`config.mk`:
```
export PLATFORM = sky130hd
export DESIGN_NAME = corner_gradient_pixel_tint
export DESIGN_NICKNAME = d
export VERILOG_FILES = /design/src/cgpt_pkg.sv /design/src/cgpt_front.sv /design/src/cgpt_work_q.sv /design/src/cgpt_back.sv /design/src/corner_gradient_pixel_tint.sv
export SDC_FILE = /design/constraint.sdc
export NUM_CORES = 2
export LEC_CHECK = 0
export ABC_AREA = 0
export CORE_ASPECT_RATIO = 1.5
export CORE_UTILIZATION = 50
export DETAILED_ROUTE_END_ITERATION = 6
export DONT_BUFFER_PORTS = 1
export GPL_TIMING_DRIVEN = 0
export PLACE_DENSITY_LB_ADDON = 0.08
export SLEW_MARGIN = 20
export SYNTH_ARGS = -nofsm -noshare
export SYNTH_HDL_FRONTEND = slang
export SYNTH_SLANG_ARGS = --single-unit
```
`constraint.sdc`:
```
create_clock -name clock -period 11.2 [get_ports clock]
set_input_delay 1.68 -clock clock [delete_from_list [all_inputs] [get_ports clock]]
set_output_delay 1.68 -clock clock [all_outputs]
set_load 0.02 [all_outputs]
```
`src/cgpt_pkg.sv`:
```
// shared types and constants of the four-corner pixel tint block
// no dependencies
package cgpt_pkg;

   localparam int MAX_DIM = 4096;
   localparam int DIM_W   = $clog2(MAX_DIM) + 1;   // width of a size register
   localparam int POS_W   = $clog2(MAX_DIM);       // column / row position
   localparam int QUO_W   = 8;                     // quotient never exceeds a byte span
   localparam int NUM_W   = POS_W + QUO_W;         // |pos * (b - a)|
   localparam int LANES   = 4;

   localparam logic [31:0] NEUTRAL_TINT = 32'hFF808080;
   localparam logic [31:0] WHITE_TINT   = 32'hFFFFFFFF;
   localparam logic [7:0]  BYTE_MAX     = 8'hFF;

   localparam int CSR_IDX_W = 3;
   localparam logic [CSR_IDX_W-1:0] REG_TOP_LEFT     = 3'd0;
   localparam logic [CSR_IDX_W-1:0] REG_TOP_RIGHT    = 3'd1;
   localparam logic [CSR_IDX_W-1:0] REG_BOTTOM_RIGHT = 3'd2;
   localparam logic [CSR_IDX_W-1:0] REG_BOTTOM_LEFT  = 3'd3;
   localparam logic [CSR_IDX_W-1:0] REG_HALF_ALPHA   = 3'd4;
   localparam logic [CSR_IDX_W-1:0] REG_WIDTH        = 3'd5;
   localparam logic [CSR_IDX_W-1:0] REG_HEIGHT       = 3'd6;

   typedef struct packed {
      logic [7:0] in_blue;
      logic [7:0] in_green;
      logic [7:0] in_red;
      logic [7:0] in_alpha;
   } req_type;

   typedef struct packed {
      logic [7:0] out_blue;
      logic [7:0] out_green;
      logic [7:0] out_red;
      logic [7:0] out_alpha;
      logic       line_end;
      logic       frame_end;
   } rsp_type;

   // classified pixel handed from front to back
   typedef struct packed {
      req_type          pixel;
      logic [POS_W-1:0] pos_x;
      logic [POS_W-1:0] pos_y;
      logic [POS_W-1:0] span_x;
      logic [POS_W-1:0] span_y;
      logic             last_col;
      logic             last_row;
   } work_type;

   typedef enum logic [2:0] {
      ST_IDLE,
      ST_MUL,
      ST_DIV,
      ST_FIN,
      ST_SCALE
   } back_state_type;

   // clamp a size register to 1..MAX_DIM
   function automatic logic [DIM_W-1:0] eff_size(input logic [DIM_W-1:0] v);
      logic [DIM_W-1:0] r;
      r = v;
      if (v == '0) r = DIM_W'(1);
      else if (v > DIM_W'(MAX_DIM)) r = DIM_W'(MAX_DIM);
      return r;
   endfunction

endpackage

```
`src/cgpt_front.sv`:
```
// front end: column/row tracking and classification of each pixel
// depends on cgpt_pkg
module cgpt_front (
   input  logic                       clock,
   input  logic                       reset,
   input  logic                       push,
   input  cgpt_pkg::req_type          pixel,
   input  logic [cgpt_pkg::DIM_W-1:0] frame_width,
   input  logic [cgpt_pkg::DIM_W-1:0] frame_height,
   output cgpt_pkg::work_type         work
);
   import cgpt_pkg::*;

   logic [POS_W-1:0] col_ff, col_in;
   logic [POS_W-1:0] row_ff, row_in;
   logic [DIM_W-1:0] w, h;
   logic [POS_W-1:0] wm1, hm1;

   // effective sizes and positions
   always_comb begin
      w = eff_size(frame_width);
      h = eff_size(frame_height);
      wm1 = POS_W'(w - DIM_W'(1));
      hm1 = POS_W'(h - DIM_W'(1));
      work.pixel    = pixel;
      work.pos_x    = (col_ff < wm1) ? col_ff : wm1;
      work.pos_y    = (row_ff < hm1) ? row_ff : hm1;
      work.span_x   = (wm1 == '0) ? POS_W'(1) : wm1;
      work.span_y   = (hm1 == '0) ? POS_W'(1) : hm1;
      work.last_col = col_ff >= wm1;
      work.last_row = row_ff >= hm1;
   end

   // counter advance
   always_comb begin
      col_in = col_ff;
      row_in = row_ff;
      if (push) begin
         if (work.last_col) begin
            col_in = '0;
            row_in = work.last_row ? '0 : row_ff + POS_W'(1);
         end else begin
            col_in = col_ff + POS_W'(1);
         end
      end
   end

   always_ff @(posedge clock) begin
      if (reset) begin
         col_ff <= '0;
         row_ff <= '0;
      end else begin
         col_ff <= col_in;
         row_ff <= row_in;
      end
   end

endmodule

```
`src/cgpt_work_q.sv`:
```
// two-entry queue of classified pixels between front and back
// depends on cgpt_pkg
module cgpt_work_q (
   input  logic               clock,
   input  logic               reset,
   input  logic               push,
   input  cgpt_pkg::work_type push_data,
   output logic               full,
   input  logic               pop,
   output logic               empty,
   output cgpt_pkg::work_type head
);
   import cgpt_pkg::*;

   work_type   mem_ff [2];
   logic       wr_ff, wr_in;
   logic       rd_ff, rd_in;
   logic [1:0] cnt_ff, cnt_in;

   // pointers and fill level
   always_comb begin
      full  = cnt_ff == 2'd2;
      empty = cnt_ff == 2'd0;
      head  = mem_ff[rd_ff];
      wr_in = push ? ~wr_ff : wr_ff;
      rd_in = pop ? ~rd_ff : rd_ff;
      cnt_in = cnt_ff + {1'b0, push} - {1'b0, pop};
   end

   always_ff @(posedge clock) begin
      if (reset) begin
         wr_ff  <= 1'b0;
         rd_ff  <= 1'b0;
         cnt_ff <= '0;
      end else begin
         wr_ff  <= wr_in;
         rd_ff  <= rd_in;
         cnt_ff <= cnt_in;
      end
   end

   // storage
   always_ff @(posedge clock) begin
      if (push) mem_ff[wr_ff] <= push_data;
   end

endmodule

```
`src/cgpt_back.sv`:
```
// back end: corner interpolation with a shared 8-step divider per lane,
// tint scaling and the result queue; depends on cgpt_pkg
module cgpt_back (
   input  logic               clock,
   input  logic               reset,
   input  logic               work_empty,
   input  cgpt_pkg::work_type work_head,
   output logic               work_pop,
   input  logic [31:0]        corner_tl,
   input  logic [31:0]        corner_tr,
   input  logic [31:0]        corner_br,
   input  logic [31:0]        corner_bl,
   input  logic               half_alpha,
   output logic               rsp_empty,
   input  logic               rsp_pop,
   output cgpt_pkg::rsp_type  rsp_data
);
   import cgpt_pkg::*;

   back_state_type state_ff, state_in;
   work_type       item_ff, item_in;
   logic [1:0]     phase_ff, phase_in;
   logic [2:0]     bit_ff, bit_in;

   logic [7:0]       base_ff [LANES];
   logic [7:0]       base_in [LANES];
   logic             neg_ff  [LANES];
   logic             neg_in  [LANES];
   logic [NUM_W-1:0] rem_ff  [LANES];
   logic [NUM_W-1:0] rem_in  [LANES];
   logic [7:0]       quo_ff  [LANES];
   logic [7:0]       quo_in  [LANES];
   logic [7:0]       left_ff [LANES];
   logic [7:0]       left_in [LANES];
   logic [7:0]       right_ff[LANES];
   logic [7:0]       right_in[LANES];

   rsp_type    rq_ff [2];
   logic       rq_wr_ff, rq_rd_ff;
   logic [1:0] rq_cnt_ff;
   logic       rq_push;
   rsp_type    result;

   logic [POS_W-1:0] pos, span;
   logic [7:0]       a_val [LANES];
   logic [7:0]       b_val [LANES];
   logic [8:0]       diff  [LANES];
   logic [7:0]       mag   [LANES];
   logic [NUM_W-1:0] shd;
   logic [7:0]       lerp_out [LANES];
   logic [7:0]       src   [LANES];
   logic [7:0]       outv  [LANES];
   logic [15:0]      prod;
   logic [16:0]      p255;
   logic [8:0]       q;
   logic             pass;

   // operand selection per phase: left edge, right edge, across the row
   always_comb begin
      pos  = (phase_ff == 2'd2) ? item_ff.pos_x : item_ff.pos_y;
      span = (phase_ff == 2'd2) ? item_ff.span_x : item_ff.span_y;
      shd  = NUM_W'(span) << bit_ff;
      src[0] = item_ff.pixel.in_red;
      src[1] = item_ff.pixel.in_green;
      src[2] = item_ff.pixel.in_blue;
      src[3] = item_ff.pixel.in_alpha;
      for (int k = 0; k < LANES; k++) begin
         case (phase_ff)
            2'd0: begin
               a_val[k] = corner_tl[8*k +: 8];
               b_val[k] = corner_bl[8*k +: 8];
            end
            2'd1: begin
               a_val[k] = corner_tr[8*k +: 8];
               b_val[k] = corner_br[8*k +: 8];
            end
            default: begin
               a_val[k] = left_ff[k];
               b_val[k] = right_ff[k];
            end
         endcase
         diff[k] = {1'b0, b_val[k]} - {1'b0, a_val[k]};
         mag[k]  = diff[k][8] ? 8'(-diff[k]) : diff[k][7:0];
         lerp_out[k] = neg_ff[k] ? base_ff[k] - quo_ff[k] : base_ff[k] + quo_ff[k];
      end
   end

   // passthrough test and output scaling
   always_comb begin
      pass = (corner_tl == NEUTRAL_TINT && corner_tr == NEUTRAL_TINT &&
              corner_br == NEUTRAL_TINT && corner_bl == NEUTRAL_TINT) ||
             ((corner_tl & corner_tr & corner_br & corner_bl) == WHITE_TINT);
      prod = '0;
      p255 = '0;
      q    = '0;
      for (int k = 0; k < LANES; k++) begin
         prod = lerp_out[k] * src[k];
         // exact divide by 255 for a 16-bit product
         p255 = {1'b0, prod} + 17'(prod >> 8) + 17'd1;
         q = half_alpha ? prod[15:7] : {1'b0, p255[15:8]};
         if (pass) outv[k] = src[k];
         else outv[k] = (q > 9'(BYTE_MAX)) ? BYTE_MAX : q[7:0];
      end
      result.out_red   = outv[0];
      result.out_green = outv[1];
      result.out_blue  = outv[2];
      result.out_alpha = outv[3];
      result.line_end  = item_ff.last_col;
      result.frame_end = item_ff.last_col && item_ff.last_row;
   end

   // sequencer
   always_comb begin
      state_in = state_ff;
      item_in  = item_ff;
      phase_in = phase_ff;
      bit_in   = bit_ff;
      work_pop = 1'b0;
      rq_push  = 1'b0;
      for (int k = 0; k < LANES; k++) begin
         base_in[k]  = base_ff[k];
         neg_in[k]   = neg_ff[k];
         rem_in[k]   = rem_ff[k];
         quo_in[k]   = quo_ff[k];
         left_in[k]  = left_ff[k];
         right_in[k] = right_ff[k];
      end
      case (state_ff)
         ST_IDLE: begin
            if (!work_empty && rq_cnt_ff != 2'd2) begin
               item_in  = work_head;
               work_pop = 1'b1;
               phase_in = 2'd0;
               state_in = ST_MUL;
            end
         end
         ST_MUL: begin
            for (int k = 0; k < LANES; k++) begin
               base_in[k] = a_val[k];
               neg_in[k]  = diff[k][8];
               rem_in[k]  = NUM_W'(pos) * NUM_W'(mag[k]);
               quo_in[k]  = '0;
            end
            bit_in   = 3'd7;
            state_in = ST_DIV;
         end
         ST_DIV: begin
            for (int k = 0; k < LANES; k++) begin
               if (rem_ff[k] >= shd) begin
                  rem_in[k]         = rem_ff[k] - shd;
                  quo_in[k][bit_ff] = 1'b1;
               end
            end
            bit_in = bit_ff - 3'd1;
            if (bit_ff == 3'd0) state_in = ST_FIN;
         end
         ST_FIN: begin
            for (int k = 0; k < LANES; k++) begin
               if (phase_ff == 2'd0) left_in[k] = lerp_out[k];
               if (phase_ff == 2'd1) right_in[k] = lerp_out[k];
            end
            if (phase_ff == 2'd2) begin
               state_in = ST_SCALE;
            end else begin
               phase_in = phase_ff + 2'd1;
               state_in = ST_MUL;
            end
         end
         ST_SCALE: begin
            rq_push  = 1'b1;
            state_in = ST_IDLE;
         end
         default: state_in = ST_IDLE;
      endcase
   end

   always_ff @(posedge clock) begin
      if (reset) begin
         state_ff <= ST_IDLE;
      end else begin
         state_ff <= state_in;
      end
   end

   // datapath registers
   always_ff @(posedge clock) begin
      item_ff  <= item_in;
      phase_ff <= phase_in;
      bit_ff   <= bit_in;
      for (int k = 0; k < LANES; k++) begin
         base_ff[k]  <= base_in[k];
         neg_ff[k]   <= neg_in[k];
         rem_ff[k]   <= rem_in[k];
         quo_ff[k]   <= quo_in[k];
         left_ff[k]  <= left_in[k];
         right_ff[k] <= right_in[k];
      end
   end

   // result queue
   assign rsp_empty = rq_cnt_ff == 2'd0;
   assign rsp_data  = rq_ff[rq_rd_ff];

   always_ff @(posedge clock) begin
      if (reset) begin
         rq_wr_ff  <= 1'b0;
         rq_rd_ff  <= 1'b0;
         rq_cnt_ff <= '0;
      end else begin
         if (rq_push) rq_wr_ff <= ~rq_wr_ff;
         if (rsp_pop && !rsp_empty) rq_rd_ff <= ~rq_rd_ff;
         rq_cnt_ff <= rq_cnt_ff + {1'b0, rq_push} - {1'b0, rsp_pop && !rsp_empty};
      end
   end

   always_ff @(posedge clock) begin
      if (rq_push) rq_ff[rq_wr_ff] <= result;
   end

endmodule

```
`src/corner_gradient_pixel_tint.sv`:
```
// top level of the four-corner pixel tint block: configuration registers,
// front end, work queue and back end; depends on cgpt_pkg and submodules
//
// usage:
// - pixels enter in raster order on req_data: a transaction happens when
//   req_push is high and req_full is low
// - results leave on rsp_data in the same order: the head is valid while
//   rsp_empty is low and is taken when rsp_pop is high
// - registers are written over csr_valid/csr_ready (ready is always high);
//   write only while no pixel is in flight
// - each pixel passes through the back end in order: a load step, three
//   interpolation passes (left edge, right edge, across the row), each a
//   multiply, an 8-step restoring divide per color lane and a final add,
//   then a scaling step; the back end takes no new pixel until the last
//   one is scaled and waits while its result queue is full
// - the front end tracks column and row and the work queue holds up to two
//   classified pixels; the back end holds up to two results, so a stalled
//   receiver backs up into req_full without losing anything
// - reset clears counters and queues and loads the default corners,
//   divide-by-255 mode and a 1x1 frame
module corner_gradient_pixel_tint (
   input  logic                           clock,
   input  logic                           reset,
   input  logic                           req_push,
   output logic                           req_full,
   input  cgpt_pkg::req_type              req_data,
   output logic                           rsp_empty,
   input  logic                           rsp_pop,
   output cgpt_pkg::rsp_type              rsp_data,
   input  logic                           csr_valid,
   output logic                           csr_ready,
   input  logic [cgpt_pkg::CSR_IDX_W-1:0] csr_index,
   input  logic [31:0]                    csr_data
);
   import cgpt_pkg::*;

   logic [31:0]      tl_ff, tr_ff, br_ff, bl_ff;
   logic             half_ff;
   logic [DIM_W-1:0] width_ff, height_ff;

   logic     accept;
   work_type front_work;
   work_type q_head;
   logic     q_empty, q_pop;

   assign csr_ready = 1'b1;
   assign accept    = req_push && !req_full;

   // configuration registers
   always_ff @(posedge clock) begin
      if (reset) begin
         tl_ff     <= NEUTRAL_TINT;
         tr_ff     <= NEUTRAL_TINT;
         br_ff     <= NEUTRAL_TINT;
         bl_ff     <= NEUTRAL_TINT;
         half_ff   <= 1'b0;
         width_ff  <= DIM_W'(1);
         height_ff <= DIM_W'(1);
      end else if (csr_valid && csr_ready) begin
         case (csr_index)
            REG_TOP_LEFT:     tl_ff     <= csr_data;
            REG_TOP_RIGHT:    tr_ff     <= csr_data;
            REG_BOTTOM_RIGHT: br_ff     <= csr_data;
            REG_BOTTOM_LEFT:  bl_ff     <= csr_data;
            REG_HALF_ALPHA:   half_ff   <= csr_data[0];
            REG_WIDTH:        width_ff  <= csr_data[DIM_W-1:0];
            REG_HEIGHT:       height_ff <= csr_data[DIM_W-1:0];
            default: ;
         endcase
      end
   end

   cgpt_front u_front (
      .clock        (clock),
      .reset        (reset),
      .push         (accept),
      .pixel        (req_data),
      .frame_width  (width_ff),
      .frame_height (height_ff),
      .work         (front_work)
   );

   cgpt_work_q u_work_q (
      .clock     (clock),
      .reset     (reset),
      .push      (accept),
      .push_data (front_work),
      .full      (req_full),
      .pop       (q_pop),
      .empty     (q_empty),
      .head      (q_head)
   );

   cgpt_back u_back (
      .clock      (clock),
      .reset      (reset),
      .work_empty (q_empty),
      .work_head  (q_head),
      .work_pop   (q_pop),
      .corner_tl  (tl_ff),
      .corner_tr  (tr_ff),
      .corner_br  (br_ff),
      .corner_bl  (bl_ff),
      .half_alpha (half_ff),
      .rsp_empty  (rsp_empty),
      .rsp_pop    (rsp_pop),
      .rsp_data   (rsp_data)
   );

endmodule
```
==> impl_metrics.env <==
export IMPL_outcome="finished with violations"
export IMPL_violations="DRC"
export IMPL_finClkSkew_ps=45.3
export IMPL_met1_usage=0.334
export IMPL_grt_pass1_wl_mm=268
export IMPL_grt_start_max_net_pins=49
export IMPL_clockBufferDepth=3
export IMPL_cp_arrival_ps=10490
export IMPL_synth_seq_cells=722
export IMPL_postRouteAntennaNets=0
export IMPL_min_period_over_period=0.900
export IMPL_coreArea_mm2=0.115
export IMPL_ys_seq_area_frac=0.340
export IMPL_max_freq_mhz=99.2
export IMPL_antenna_found_initial=3
export IMPL_gp_congestion=1.03
export IMPL_initial_core_util=0.506
export IMPL_synth_distinct_cells=98
export IMPL_syn_nets=7002
export IMPL_grt_use_met3=0.0384
export IMPL_final_cell_mix="792 x nand2_1, 601 x inv_1, 531 x edfxtp_1"
export IMPL_async_flop_share=0
export IMPL_setup_viol=0
export IMPL_cts_buffers=77
export IMPL_layout_commonest_cell="nand2_1"
export IMPL_tns_ps=0
export IMPL_pre_cts_slack_ps=1330
export IMPL_multi_input_area_mm2=0.0355
export IMPL_crit_required_ps=11620
export IMPL_first_iter_violations=2725
export IMPL_synth_edf_count=531
export IMPL_critPathKind="flip-flop to flip-flop"
export IMPL_hp_class="flip-flop to flip-flop"
export IMPL_r2r_end="u_back.rem_ff[3][19]"
export IMPL_die_w_um=280
export IMPL_clk_pin_slew_ps=60
export IMPL_whs_ps=473
export IMPL_nets=7123
export IMPL_r2r_setup_slack_ps=1120
export IMPL_cpMaxStageDelayCell="xor2_1"
export IMPL_io_pins=109
export IMPL_drv_slew=0
export IMPL_place_hpwl_mm=142
export IMPL_vias=44110
export IMPL_die_height_um=420
export IMPL_seq_area_mm2=0.0198
export IMPL_layout_setup_ws_ps=1120
export IMPL_cts_tree="done"
export IMPL_cts_resized=0
export IMPL_cts_hold_buf=0
export IMPL_r2r_cells=34
export IMPL_die_area_mm2=0.118
export IMPL_num_fill_cells=10544
export IMPL_detail_route_wl_per_cell_um=22.9
export IMPL_met2_usage=0.550
export IMPL_startpoint_type="flip-flop"
export IMPL_hold_viol=0
export IMPL_worst_slew_pin_slew_ps=1180
export IMPL_first_pass_iters=7
export IMPL_postSynthAreaPerCell_um2=9.64
export IMPL_yosys_warnings=0
export IMPL_place_area_mm2=0.0607
export IMPL_drc=13
export IMPL_synth_flop_cell="edfxtp_1"
export IMPL_relSlewSlack=0.208
export IMPL_finalCriticalPeriod_ps=10080
export IMPL_worstHoldStart="width_ff[11]"
export IMPL_rsz0062_at_grt="false"
export IMPL_cts_sinks=722
export IMPL_crit_path_max_incr_delay_ps=920
export IMPL_overflow=0
export IMPL_portBuffers=0
export IMPL_rows=152
export IMPL_busiest_layer="met2"
export IMPL_netlist_instances=6027
export IMPL_vias_per_cell=5.69
export IMPL_min_to="width_ff[11]"
export IMPL_timing_rr_start="u_back.phase_ff[0]"
export IMPL_grt_pass1_vias=44865
export IMPL_synth_area_mm2=0.0581
export IMPL_min_path_cells=2
export IMPL_cts_setup_buffers=0
export IMPL_cts_root_buf="clkbuf_16"
export IMPL_htree_levels=3
export IMPL_grt_usage=0.307
export IMPL_clock_latency_ps=710
export IMPL_synthToLayoutAreaGrowth_pct=8.99
export IMPL_post_route_cell_area_mm2=0.0633
export IMPL_max_cap_violations=0
export IMPL_drive_above_1_share=0.0686
export IMPL_routed_wl_mm=178
export IMPL_cp_end_kind="flip-flop"
export IMPL_crit_fanout=10
-- critical path, delay by kind of cell (launching register included) --
| family | cells | cell delay (ps) |
|---|---|---|
| compound gates | 14 | 3060 |
| fa+ha+maj | 7 | 2930 |
| simple gates | 5 | 700 |
| mux | 1 | 100 |
| buf+inv | 5 | 1460 |
| xor+xnor | 2 | 1090 |
| flops | 1 | 430 |
-- how the worst max path moves through the flow --
stage	start	to	slack [ps]	cells after the start
floorplan	u_back.state_ff[1]	u_work_q.cnt_ff[0]	1020	6
global placement	u_back.rq_cnt_ff[0]	u_work_q.cnt_ff[0]	-6400	7
detailed placement	u_back.phase_ff[0]	u_back.rem_ff[3][19]	1330	35
CTS	u_back.phase_ff[0]	u_back.rem_ff[0][18]	1290	36
global route	u_back.phase_ff[0]	u_back.rem_ff[0][19]	540	36
finish	u_back.phase_ff[0]	u_back.rem_ff[3][19]	1120	34
-- per-layer routing --
metal	vias to the layer above	wire length, um	part of all wire
li1	20776	-	-
met4	2	14100	0.079
met3	477	7420	0.042
met5	-	14	0.000079
met1	21691	66200	0.37
met2	1164	90000	0.51
-- through the flow --
step / cells / util
2_1_floorplan: 6027 / -
3_3_place_gp: 7567 / 0.523
5_1_grt: 7749 / 0.551
6_report: 7751 / 0.551
3_5_place_dp: 7609 / 0.529
4_1_cts: 7749 / 0.551
-- registers in the layout, indices dropped and copies added, names as in the netlist, 68 cells and up, named ones only --
signal,flops
u_work_q.mem_ff,164
u_back.item_ff,82
u_back.rem_ff,80
u_back.rq_ff,68
-- synth_stat cells, types with 79 or more instances --
| cell type | count | area share |
|---|---|---|
| dfxtp_1 | 191 | 0.066 |
| o21ai_0 | 197 | 0.017 |
| a21o_1 | 81 | 0.010 |
| and2_1 | 218 | 0.023 |
| nand2_1 | 793 | 0.051 |
| clkbuf_1 | 179 | 0.012 |
| nor2_1 | 491 | 0.032 |
| inv_1 | 602 | 0.039 |
| mux2_2 | 147 | 0.028 |
| xnor2_1 | 195 | 0.029 |
| ha_1 | 507 | 0.11 |
| a21oi_1 | 364 | 0.031 |
| edfxtp_1 | 531 | 0.27 |
| xor2_1 | 114 | 0.017 |
| fa_1 | 396 | 0.14 |
| nor2b_1 | 98 | 0.011 |
| nand2b_1 | 79 | 0.0085 |
-- final cells by class --
| cell class | count | area share |
|---|---|---|
| Tap cell | 1540 | 0.0304 |
| Timing Repair Buffer | 42 | 0.00782 |
| Buffer | 201 | 0.0120 |
| Multi-Input combinational cell | 4497 | 0.561 |
| Inverter | 607 | 0.0360 |
| Antenna cell | 2 | 0.0000790 |
| Clock buffer | 96 | 0.0327 |
| Clock inverter | 44 | 0.00820 |
| Sequential cell | 722 | 0.312 |
-- kinds of logic after synthesis --
group | after synthesis | share of synthesized area
AOI/OAI and AO/OA | 986 | 0.107
xor gates and xnor gates | 311 | 0.0472
adders and majority gates | 908 | 0.246
buffers and inverters | 808 | 0.0523
DFF | 722 | 0.340
muxes | 186 | 0.0361
other | 1 | 0.0000645
and+or+nand+nor | 2105 | 0.171
Power is not shown: default switching activity piles up to over one toggle a cycle in this logic, so the estimate is an artifact.
